--- src/rtl/core/bqs_pkg.sv ---
package bqs_pkg;

  // fixed-point scaling of the coefficients and of the delay terms
  localparam int unsigned COEF_FRAC_BITS = 30;
  localparam int unsigned FB_SHIFT       = 32 - COEF_FRAC_BITS;

  localparam int unsigned SAMPLE_W = 32;
  localparam int unsigned COEF_W   = 32;
  localparam int unsigned ACC_W    = 64;
  localparam int unsigned STEP_W   = 4;
  localparam int unsigned CFG_IDX_W = 3;

  localparam logic signed [ACC_W-1:0] ACC_MAX = {1'b0, {(ACC_W-1){1'b1}}};
  localparam logic signed [ACC_W-1:0] ACC_MIN = {1'b1, {(ACC_W-1){1'b0}}};
  // largest high product that still fits after the left shift
  localparam logic signed [ACC_W-1:0] FB_LIM  = ACC_MAX >>> FB_SHIFT;
  localparam logic signed [ACC_W-1:0] TRUNC_BIAS =
      ACC_W'((64'd1 << COEF_FRAC_BITS) - 64'd1);

  localparam logic signed [COEF_W-1:0] B0_RESET = 32'sh4000_0000;

  typedef enum logic [CFG_IDX_W-1:0] {
    CFG_COEF_B0       = 3'd0,
    CFG_COEF_B1       = 3'd1,
    CFG_COEF_B2       = 3'd2,
    CFG_COEF_A1       = 3'd3,
    CFG_COEF_A2       = 3'd4,
    CFG_CHANNEL_MODE  = 3'd5,
    CFG_SAMPLE_FORMAT = 3'd6
  } cfg_idx_e;

  typedef enum logic [1:0] {
    FMT_U8   = 2'd0,
    FMT_S16  = 2'd1,
    FMT_S32  = 2'd2,
    FMT_RSVD = 2'd3
  } fmt_e;

  typedef struct packed {
    logic signed [COEF_W-1:0] b0;
    logic signed [COEF_W-1:0] b1;
    logic signed [COEF_W-1:0] b2;
    logic signed [COEF_W-1:0] a1;
    logic signed [COEF_W-1:0] a2;
    logic                     stereo;
    fmt_e                     fmt;
  } cfg_t;

  typedef enum logic [2:0] {
    COEF_SEL_B0,
    COEF_SEL_B1,
    COEF_SEL_B2,
    COEF_SEL_A1,
    COEF_SEL_A2
  } coef_sel_e;

  typedef enum logic [1:0] {
    OPD_X,
    OPD_YHI,
    OPD_YLO
  } opd_sel_e;

  typedef enum logic [2:0] {
    ALU_NOP,
    ALU_Y_LOAD,
    ALU_ACC_P,
    ALU_FB_HI,
    ALU_FB_LO,
    ALU_ACC_SUB,
    ALU_D1_WR,
    ALU_D2_WR
  } alu_op_e;

  typedef enum logic {
    JMP_NONE,
    JMP_BYPASS
  } jmp_e;

  typedef enum logic {
    SEQ_IDLE,
    SEQ_RUN
  } seq_state_e;

  typedef struct packed {
    logic              mul_en;
    coef_sel_e         coef_sel;
    opd_sel_e          opd_sel;
    alu_op_e           alu_op;
    jmp_e              jmp;
    logic [STEP_W-1:0] target;
    logic              done;
  } ctrl_t;

  localparam logic [STEP_W-1:0] STEP_BYPASS = 4'd10;

  function automatic logic signed [ACC_W-1:0] sat_add(
    input logic signed [ACC_W-1:0] a,
    input logic signed [ACC_W-1:0] b
  );
    logic [ACC_W:0] s;
    s = {a[ACC_W-1], a} + {b[ACC_W-1], b};
    if (s[ACC_W] != s[ACC_W-1]) begin
      return s[ACC_W] ? ACC_MIN : ACC_MAX;
    end
    return s[ACC_W-1:0];
  endfunction

  function automatic logic signed [ACC_W-1:0] sat_sub(
    input logic signed [ACC_W-1:0] a,
    input logic signed [ACC_W-1:0] b
  );
    logic [ACC_W:0] s;
    s = {a[ACC_W-1], a} - {b[ACC_W-1], b};
    if (s[ACC_W] != s[ACC_W-1]) begin
      return s[ACC_W] ? ACC_MIN : ACC_MAX;
    end
    return s[ACC_W-1:0];
  endfunction

endpackage

--- src/rtl/core/biquad_filter_stereo_core.sv ---
// stereo biquad, transposed direct form ii, fixed point: y = b0*x + d1,
// d1 <= b1*x - a1*y + d2, d2 <= b2*x - a2*y, with q2.30 coefficients and
// q34.30 delay terms (two per channel, cleared by reset). every internal add,
// subtract and feedback product saturates to 64 bits; the output is y
// truncated toward zero and clamped to the sample format, clipped flags the
// clamp. mono mode ignores channel_i and always uses channel 0 state.
// format code 3 passes the sample through unchanged with no state update.
// each item runs a small microcode program of 10 steps, which drives a single
// shared 32x33 multiplier and a 64-bit saturating alu, at most one product
// per step; format 3 jumps from the first step to a bypass step. a new
// request is taken once the program returns to idle. the result sits in an
// output register, so the next request is accepted while it waits; the final
// step only holds if the previous result has not been taken yet.
// configuration registers (index: 0 b0, 1 b1, 2 b2, 3 a1, 4 a2,
// 5 channel_mode, 6 sample_format) are written with cfg_we_i and should only
// change while the block is idle.
module biquad_filter_stereo_core (
  input  logic                                   clk_i,
  input  logic                                   rst_ni,
  // input requests
  input  logic                                   in_valid_i,
  output logic                                   in_ready_o,
  input  logic signed [bqs_pkg::SAMPLE_W-1:0]    sample_in_i,
  input  logic                                   channel_i,
  // result requests
  output logic                                   out_valid_o,
  input  logic                                   out_ready_i,
  output logic signed [bqs_pkg::SAMPLE_W-1:0]    sample_out_o,
  output logic                                   clipped_o,
  // configuration writes
  input  logic                                   cfg_we_i,
  input  logic [bqs_pkg::CFG_IDX_W-1:0]          cfg_index_i,
  input  logic [bqs_pkg::COEF_W-1:0]             cfg_data_i
);

  bqs_pkg::cfg_t  cfg_q;
  bqs_pkg::ctrl_t ctrl;

  logic [bqs_pkg::STEP_W-1:0] step;
  logic idle, fire, done, accept;

  logic signed [bqs_pkg::SAMPLE_W-1:0] res_sample;
  logic                                res_clip;

  logic                                out_valid_q;
  logic signed [bqs_pkg::SAMPLE_W-1:0] sample_out_q;
  logic                                clipped_q;

  // configuration registers
  always_ff @(posedge clk_i or negedge rst_ni) begin
    if (!rst_ni) begin
      cfg_q.b0     <= bqs_pkg::B0_RESET;
      cfg_q.b1     <= '0;
      cfg_q.b2     <= '0;
      cfg_q.a1     <= '0;
      cfg_q.a2     <= '0;
      cfg_q.stereo <= 1'b0;
      cfg_q.fmt    <= bqs_pkg::FMT_S16;
    end else if (cfg_we_i) begin
      case (cfg_index_i)
        bqs_pkg::CFG_COEF_B0:       cfg_q.b0     <= cfg_data_i;
        bqs_pkg::CFG_COEF_B1:       cfg_q.b1     <= cfg_data_i;
        bqs_pkg::CFG_COEF_B2:       cfg_q.b2     <= cfg_data_i;
        bqs_pkg::CFG_COEF_A1:       cfg_q.a1     <= cfg_data_i;
        bqs_pkg::CFG_COEF_A2:       cfg_q.a2     <= cfg_data_i;
        bqs_pkg::CFG_CHANNEL_MODE:  cfg_q.stereo <= cfg_data_i[0];
        bqs_pkg::CFG_SAMPLE_FORMAT: cfg_q.fmt    <= bqs_pkg::fmt_e'(cfg_data_i[1:0]);
        default: ;  // unmapped index is ignored
      endcase
    end
  end

  // a request starts the program only from idle
  assign in_ready_o = idle;
  assign accept     = in_valid_i & idle;

  bqs_ucode_rom u_rom (
    .step_i (step),
    .ctrl_o (ctrl)
  );

  bqs_seq u_seq (
    .clk_i       (clk_i),
    .rst_ni      (rst_ni),
    .start_i     (accept),
    .bypass_i    (cfg_q.fmt == bqs_pkg::FMT_RSVD),
    .out_block_i (out_valid_q & ~out_ready_i),
    .ctrl_i      (ctrl),
    .step_o      (step),
    .idle_o      (idle),
    .fire_o      (fire),
    .done_o      (done)
  );

  bqs_datapath u_dp (
    .clk_i        (clk_i),
    .rst_ni       (rst_ni),
    .cfg_i        (cfg_q),
    .load_i       (accept),
    .sample_i     (sample_in_i),
    .channel_i    (channel_i),
    .fire_i       (fire),
    .ctrl_i       (ctrl),
    .res_sample_o (res_sample),
    .res_clip_o   (res_clip)
  );

  // output register, freed when the result is taken
  always_ff @(posedge clk_i or negedge rst_ni) begin
    if (!rst_ni) begin
      out_valid_q <= 1'b0;
    end else if (done) begin
      out_valid_q <= 1'b1;
    end else if (out_ready_i) begin
      out_valid_q <= 1'b0;
    end
  end

  always_ff @(posedge clk_i) begin
    if (done) begin
      sample_out_q <= res_sample;
      clipped_q    <= res_clip;
    end
  end

  assign out_valid_o  = out_valid_q;
  assign sample_out_o = sample_out_q;
  assign clipped_o    = clipped_q;

endmodule

--- src/rtl/core/bqs_ucode_rom.sv ---
module bqs_ucode_rom (
  input  logic [bqs_pkg::STEP_W-1:0] step_i,
  output bqs_pkg::ctrl_t             ctrl_o
);

  always_comb begin
    ctrl_o          = '0;
    ctrl_o.coef_sel = bqs_pkg::COEF_SEL_B0;
    ctrl_o.opd_sel  = bqs_pkg::OPD_X;
    ctrl_o.alu_op   = bqs_pkg::ALU_NOP;
    ctrl_o.jmp      = bqs_pkg::JMP_NONE;
    case (step_i)
      4'd0: begin
        // b0*x, reserved format skips the filter
        ctrl_o.mul_en = 1'b1;
        ctrl_o.jmp    = bqs_pkg::JMP_BYPASS;
        ctrl_o.target = bqs_pkg::STEP_BYPASS;
      end
      4'd1: begin
        ctrl_o.alu_op   = bqs_pkg::ALU_Y_LOAD;
        ctrl_o.mul_en   = 1'b1;
        ctrl_o.coef_sel = bqs_pkg::COEF_SEL_B1;
      end
      4'd2: begin
        ctrl_o.alu_op   = bqs_pkg::ALU_ACC_P;
        ctrl_o.mul_en   = 1'b1;
        ctrl_o.coef_sel = bqs_pkg::COEF_SEL_A1;
        ctrl_o.opd_sel  = bqs_pkg::OPD_YHI;
      end
      4'd3: begin
        ctrl_o.alu_op   = bqs_pkg::ALU_FB_HI;
        ctrl_o.mul_en   = 1'b1;
        ctrl_o.coef_sel = bqs_pkg::COEF_SEL_A1;
        ctrl_o.opd_sel  = bqs_pkg::OPD_YLO;
      end
      4'd4: begin
        ctrl_o.alu_op   = bqs_pkg::ALU_FB_LO;
        ctrl_o.mul_en   = 1'b1;
        ctrl_o.coef_sel = bqs_pkg::COEF_SEL_B2;
      end
      4'd5: begin
        ctrl_o.alu_op = bqs_pkg::ALU_ACC_SUB;
      end
      4'd6: begin
        ctrl_o.alu_op   = bqs_pkg::ALU_D1_WR;
        ctrl_o.mul_en   = 1'b1;
        ctrl_o.coef_sel = bqs_pkg::COEF_SEL_A2;
        ctrl_o.opd_sel  = bqs_pkg::OPD_YHI;
      end
      4'd7: begin
        ctrl_o.alu_op   = bqs_pkg::ALU_FB_HI;
        ctrl_o.mul_en   = 1'b1;
        ctrl_o.coef_sel = bqs_pkg::COEF_SEL_A2;
        ctrl_o.opd_sel  = bqs_pkg::OPD_YLO;
      end
      4'd8: begin
        ctrl_o.alu_op = bqs_pkg::ALU_FB_LO;
      end
      4'd9: begin
        ctrl_o.alu_op = bqs_pkg::ALU_D2_WR;
        ctrl_o.done   = 1'b1;
      end
      default: begin
        // bypass step and unused codes just finish
        ctrl_o.done = 1'b1;
      end
    endcase
  end

endmodule

--- src/rtl/core/bqs_seq.sv ---
module bqs_seq (
  input  logic                       clk_i,
  input  logic                       rst_ni,
  input  logic                       start_i,
  input  logic                       bypass_i,
  input  logic                       out_block_i,
  input  bqs_pkg::ctrl_t             ctrl_i,
  output logic [bqs_pkg::STEP_W-1:0] step_o,
  output logic                       idle_o,
  output logic                       fire_o,
  output logic                       done_o
);

  bqs_pkg::seq_state_e state_q, state_d;
  logic [bqs_pkg::STEP_W-1:0] step_q, step_d;

  always_ff @(posedge clk_i or negedge rst_ni) begin
    if (!rst_ni) begin
      state_q <= bqs_pkg::SEQ_IDLE;
      step_q  <= '0;
    end else begin
      state_q <= state_d;
      step_q  <= step_d;
    end
  end

  always_comb begin
    state_d = state_q;
    step_d  = step_q;
    fire_o  = 1'b0;
    done_o  = 1'b0;
    case (state_q)
      bqs_pkg::SEQ_IDLE: begin
        if (start_i) begin
          state_d = bqs_pkg::SEQ_RUN;
          step_d  = '0;
        end
      end
      bqs_pkg::SEQ_RUN: begin
        // last step waits while the previous result is still held
        fire_o = !(ctrl_i.done && out_block_i);
        if (fire_o) begin
          if (ctrl_i.done) begin
            done_o  = 1'b1;
            state_d = bqs_pkg::SEQ_IDLE;
            step_d  = '0;
          end else if (ctrl_i.jmp == bqs_pkg::JMP_BYPASS && bypass_i) begin
            step_d = ctrl_i.target;
          end else begin
            step_d = step_q + 1'b1;
          end
        end
      end
      default: begin
        state_d = bqs_pkg::SEQ_IDLE;
      end
    endcase
  end

  assign step_o = step_q;
  assign idle_o = (state_q == bqs_pkg::SEQ_IDLE);

endmodule

--- src/rtl/core/bqs_datapath.sv ---
module bqs_datapath (
  input  logic                                clk_i,
  input  logic                                rst_ni,
  input  bqs_pkg::cfg_t                       cfg_i,
  input  logic                                load_i,
  input  logic signed [bqs_pkg::SAMPLE_W-1:0] sample_i,
  input  logic                                channel_i,
  input  logic                                fire_i,
  input  bqs_pkg::ctrl_t                      ctrl_i,
  output logic signed [bqs_pkg::SAMPLE_W-1:0] res_sample_o,
  output logic                                res_clip_o
);

  localparam int unsigned AW = bqs_pkg::ACC_W;

  logic signed [bqs_pkg::SAMPLE_W-1:0] raw_q;
  logic                                ch_q;
  logic signed [AW-1:0] p_q, y_q, acc_q, fb_q;
  logic                 fbsat_q;
  logic signed [AW-1:0] d1_q [2];
  logic signed [AW-1:0] d2_q [2];

  logic signed [bqs_pkg::SAMPLE_W-1:0] x;
  logic signed [bqs_pkg::COEF_W-1:0]   mul_a;
  logic signed [32:0]                  mul_b;
  logic signed [AW:0]                  prod;
  logic signed [AW-1:0]                q;

  // sample in its format
  always_comb begin
    case (cfg_i.fmt)
      bqs_pkg::FMT_U8:  x = {24'd0, raw_q[7:0]};
      bqs_pkg::FMT_S16: x = {{16{raw_q[15]}}, raw_q[15:0]};
      default:          x = raw_q;
    endcase
  end

  always_comb begin
    case (ctrl_i.coef_sel)
      bqs_pkg::COEF_SEL_B0: mul_a = cfg_i.b0;
      bqs_pkg::COEF_SEL_B1: mul_a = cfg_i.b1;
      bqs_pkg::COEF_SEL_B2: mul_a = cfg_i.b2;
      bqs_pkg::COEF_SEL_A1: mul_a = cfg_i.a1;
      bqs_pkg::COEF_SEL_A2: mul_a = cfg_i.a2;
      default:              mul_a = cfg_i.b0;
    endcase
    case (ctrl_i.opd_sel)
      bqs_pkg::OPD_YHI: mul_b = {y_q[AW-1], y_q[AW-1:32]};
      bqs_pkg::OPD_YLO: mul_b = {1'b0, y_q[31:0]};
      default:          mul_b = {x[bqs_pkg::SAMPLE_W-1], x};
    endcase
  end

  // all products fit in 64 bits
  assign prod = mul_a * mul_b;

  always_ff @(posedge clk_i) begin
    if (load_i) begin
      raw_q <= sample_i;
      ch_q  <= cfg_i.stereo & channel_i;
    end
    if (fire_i && ctrl_i.mul_en) begin
      p_q <= prod[AW-1:0];
    end
    if (fire_i) begin
      case (ctrl_i.alu_op)
        bqs_pkg::ALU_Y_LOAD:  y_q <= bqs_pkg::sat_add(p_q, d1_q[ch_q]);
        bqs_pkg::ALU_ACC_P:   acc_q <= p_q;
        bqs_pkg::ALU_FB_HI: begin
          if (p_q > bqs_pkg::FB_LIM) begin
            fb_q    <= bqs_pkg::ACC_MAX;
            fbsat_q <= 1'b1;
          end else if (p_q < ~bqs_pkg::FB_LIM) begin
            fb_q    <= bqs_pkg::ACC_MIN;
            fbsat_q <= 1'b1;
          end else begin
            fb_q    <= p_q <<< bqs_pkg::FB_SHIFT;
            fbsat_q <= 1'b0;
          end
        end
        bqs_pkg::ALU_FB_LO: begin
          if (!fbsat_q) begin
            fb_q <= bqs_pkg::sat_add(fb_q, p_q >>> bqs_pkg::COEF_FRAC_BITS);
          end
        end
        bqs_pkg::ALU_ACC_SUB: acc_q <= bqs_pkg::sat_sub(acc_q, fb_q);
        // d1 takes the accumulator, which then picks up b2*x
        bqs_pkg::ALU_D1_WR:   acc_q <= p_q;
        default: ;
      endcase
    end
  end

  // delay terms, cleared by reset
  always_ff @(posedge clk_i or negedge rst_ni) begin
    if (!rst_ni) begin
      d1_q[0] <= '0;
      d1_q[1] <= '0;
      d2_q[0] <= '0;
      d2_q[1] <= '0;
    end else if (fire_i) begin
      if (ctrl_i.alu_op == bqs_pkg::ALU_D1_WR) begin
        d1_q[ch_q] <= bqs_pkg::sat_add(acc_q, d2_q[ch_q]);
      end
      if (ctrl_i.alu_op == bqs_pkg::ALU_D2_WR) begin
        d2_q[ch_q] <= bqs_pkg::sat_sub(acc_q, fb_q);
      end
    end
  end

  // truncate toward zero, then clamp to the format range
  assign q = (y_q[AW-1] ? (y_q + bqs_pkg::TRUNC_BIAS) : y_q) >>> bqs_pkg::COEF_FRAC_BITS;

  always_comb begin
    res_sample_o = q[bqs_pkg::SAMPLE_W-1:0];
    res_clip_o   = 1'b0;
    case (cfg_i.fmt)
      bqs_pkg::FMT_U8: begin
        if (q > 64'sd255) begin
          res_sample_o = 32'sd255;
          res_clip_o   = 1'b1;
        end else if (q < 64'sd0) begin
          res_sample_o = 32'sd0;
          res_clip_o   = 1'b1;
        end
      end
      bqs_pkg::FMT_S16: begin
        if (q > 64'sd32767) begin
          res_sample_o = 32'sd32767;
          res_clip_o   = 1'b1;
        end else if (q < -64'sd32768) begin
          res_sample_o = -32'sd32768;
          res_clip_o   = 1'b1;
        end
      end
      bqs_pkg::FMT_S32: begin
        if (q > 64'sd2147483647) begin
          res_sample_o = 32'sh7FFF_FFFF;
          res_clip_o   = 1'b1;
        end else if (q < -64'sd2147483648) begin
          res_sample_o = 32'sh8000_0000;
          res_clip_o   = 1'b1;
        end
      end
      default: begin
        res_sample_o = raw_q;
      end
    endcase
  end

endmodule
--- config.mk ---
export PLATFORM = sky130hd
export DESIGN_NAME = biquad_filter_stereo_core
export DESIGN_NICKNAME = d
export VERILOG_FILES = /design/src/rtl/core/bqs_pkg.sv /design/src/rtl/core/biquad_filter_stereo_core.sv /design/src/rtl/core/bqs_ucode_rom.sv /design/src/rtl/core/bqs_seq.sv /design/src/rtl/core/bqs_datapath.sv
export SDC_FILE = /design/constraint.sdc
export NUM_CORES = 2
export LEC_CHECK = 0
export BUFFER_PORTS_ARGS = -buffer_cell sky130_fd_sc_hd__clkbuf_2
export CAP_MARGIN = 20
export CORE_MARGIN = 3
export CORE_UTILIZATION = 60
export DETAILED_ROUTE_END_ITERATION = 8
export PLACE_DENSITY = 0.86
export SLEW_MARGIN = 10
export SYNTH_ARGS = -nofsm -noshare
export SYNTH_HDL_FRONTEND = slang
export SYNTH_SLANG_ARGS = --single-unit
--- constraint.sdc ---
create_clock -name clk_i -period 12.9 [get_ports clk_i]
set_input_delay 0.645 -clock clk_i [delete_from_list [all_inputs] [get_ports clk_i]]
set_output_delay 0.645 -clock clk_i [all_outputs]
set_load 0.01 [all_outputs]
==> reports/metrics.cfg <==
[run_status]
outcome=complete, but fails checks
violations=design-rule violations

[cells_and_area]
multiInputGateArea_sq_um=56960
area_growth_pct=7.057
layout.cells.non_filler=10680
post-route-util=0.6512
final-seq-area_sq_um=20340
layout-drive-gt1-share=0.09838
filler_cell_count=10880
fin_nets=10430
finalInstanceArea_sq_um=88880

[place]
port-buffer-count=107
place_area_sq_um=85810
gp_congestion=1.068
dpl.cell_count=10500
hpwl_mm=236.1

[die]
rows=135
dieWidth_um=378.0
die_h_um=378.0
initial_utilization=0.6083
ios=108
fp.dieArea_sq_um=142900
core_sq_um=136500

[clocking]
root_buffer=clkbuf_16
clk_pin_slew_worst_paths_ns=0.06
cts_buffer_depth=3
postCtsSetupRepairBufs=0
cts.repair.resized=0
cts_buffers=83
post_cts_hold_buffer_count=0
numClockSinks=748
h-tree-depth=3
clock_latency_ns=0.74
cts_tree=done

[sta]
finalCritPeriodShare=0.9319
max_clock_freq_ghz=0.08318
fin_worst_skew_ns=0.07361
finalSetupTns_ns=0
hold_viol_final=0
maxSlewViolCount=0
relSlewSlack=0.1564
rsz0062_at_grt=no
tightest_slew_ns=1.261
period_needed_ns=12.02
setup_violations=0

[global_routing]
grt_busiest_layer=met2
antenna_found_initial=24
grt-ovfl-total=0
grt.met1_usage=0.4961
grt_max_degree=116
gr-usage-met2=0.6411
grt_pass1_wl_mm=451.2
grt_usage=0.4300
grt_pass1_vias=71790
grtUsageMet3=0.1530

[synth]
synth-async-reset-ratio=0.5682
muxShareOfSynthArea=0.04061
yosys_warnings=0
yosys.area.top_type=fa_1
synthCells=8896
yosys.cell_count.top_type=inv_1
ys_seq_area_frac=0.2450
synthSimpleGateAreaFrac=0.1310
synth_edf_count=323
syn_nets=10520
synth-xor-area-share=0.03596
synth_area_leaders=fa_1 27%, dfrtp_1 13%, edfxtp_1 12%, ha_1 6.7%, inv_1 5.1%
avgSynthCellArea_sq_um=9.333
synth_fa_ha_area_frac=0.3352
synth_top_family_by_area=adder cells
ys.flop_type=dfrtp_1
ys_ff_latch=748
synth_top_area_frac=0.2669
syn_area_sq_um=83020
synth-compound-area-share=0.1387
synth_common_cells=1129 x inv_1, 1107 x fa_1, 1080 x nand2_1
synth.distinct_cells=104

[setup_path]
cpPeakStageDelay_ns=0.96
critPathLaunchType=flip-flop
endpoint_kind=flip-flop
timing.reg2reg.setup_slack_ns=0.88
cp_slowest_cell=nor2b_1
critPathArrivalTime_ns=12.49
path_max_fanout=81
cpMostUsedCell=fa_1
path_buf_inv=2
worstPathRequired_ns=13.36
critPathTopFamily=adder cells
crit_type=flip-flop to flip-flop

[job]
cap_viol_max_count=0

[routing]
drt_pass1_iterations=9
vias_per_cell=6.575
drt_iter0_markers=7790
ant_nets=0
num_vias=70200
detail_route.wl_per_cell_um=28.66
drc=2
wl_mm=306.0

[min_path]
hp-class=primary input to async pin

-- cell usage in the layout (no fill, tap or decap), types with 106 or more instances in the layout --
| cell type | netlist | routed |
|---|---|---|
| dfrtp_1 | 423 | 423 |
| xnor2_1 | 206 | 206 |
| clkbuf_2 | 0 | 106 |
| edfxtp_1 | 323 | 323 |
| ha_1 | 446 | 445 |
| nand2_1 | 1080 | 1079 |
| inv_1 | 1129 | 1129 |
| o21ai_0 | 497 | 493 |
| nor2_1 | 893 | 890 |
| fa_1 | 1107 | 1107 |
| a21o_1 | 215 | 215 |
| mux2_2 | 295 | 295 |
| xor2_1 | 133 | 133 |
| a21oi_1 | 443 | 436 |
| buf_4 | 2 | 184 |
-- metrics by stage --
step,hold slack (ns),worst slack (ns)
after floorplan,0.3494,2.854
after global placement,0.4537,1.685
after detailed placement,0.4652,1.492
after CTS,0.05703,1.519
after global routing,0.08700,0.4886
final,0.005489,0.8783
-- flip-flops by register name, summed over array words and instances (netlist names) --
name	flops
u_dp.d2_q	128
sample_out_o	32
cfg_q	163
u_dp.fb_q	64
clipped_o	1
u_dp.raw_q	32
out_valid_o	1
u_dp.fbsat_q	1
u_seq.state_q	1
u_dp.ch_q	1
u_dp.d1_q	128
u_dp.y_q	64
u_dp.p_q	64
u_dp.acc_q	64
u_seq.step_o	4
-- final timing paths --
| check | startpoint | to | cells past startpoint |
|---|---|---|---|
| setup / recovery | u_seq.step_o[0]$_DFFE_PN0P_ | u_dp.p_q[62]$_DFFE_PP_ | 30 |
| hold / removal | rst_ni | u_dp.d2_q[122]$_DFFE_PN0P_ | 1 |
| setup reg to reg | u_seq.step_o[0]$_DFFE_PN0P_ | u_dp.p_q[62]$_DFFE_PP_ | 30 |
| hold reg to reg | u_dp.d2_q[121]$_DFFE_PN0P_ | u_dp.d2_q[121]$_DFFE_PN0P_ | 2 |
| max in group asynchronous | rst_ni | cfg_q[134]$_DFFE_PN0P_ | 3 |
| min in group clk_i | sample_in_i[3] | u_dp.raw_q[3]$_DFFE_PP_ | 1 |
-- layer usage --
layer,vias up,share of wire
li1,29300,-
met1,34580,0.33
met2,4764,0.43
met3,1544,0.13
met4,16,0.11
met5,-,0.00036
-- cell type report --
class | count | share of cell area
Antenna cell | 22 | 0.0006194
Timing Repair Buffer | 300 | 0.02373
Sequential cell | 748 | 0.2288
Clock buffer | 109 | 0.02631
Inverter | 1133 | 0.04785
Multi-Input combinational cell | 6539 | 0.6408
Tap cell | 1781 | 0.02507
Clock inverter | 45 | 0.006813
-- cells by family after synthesis --
logic type | after synthesis
and+or+nand+nor | 2542
buffers and inverters | 1609
AOI/OAI and AO/OA | 1795
muxes | 300
DFF | 748
xor gates and xnor gates | 340
adders and majority gates | 1562
Power is left out: the tool's default activity adds up to more than one toggle a clock period on the data nets, which glitch-free logic cannot reach.
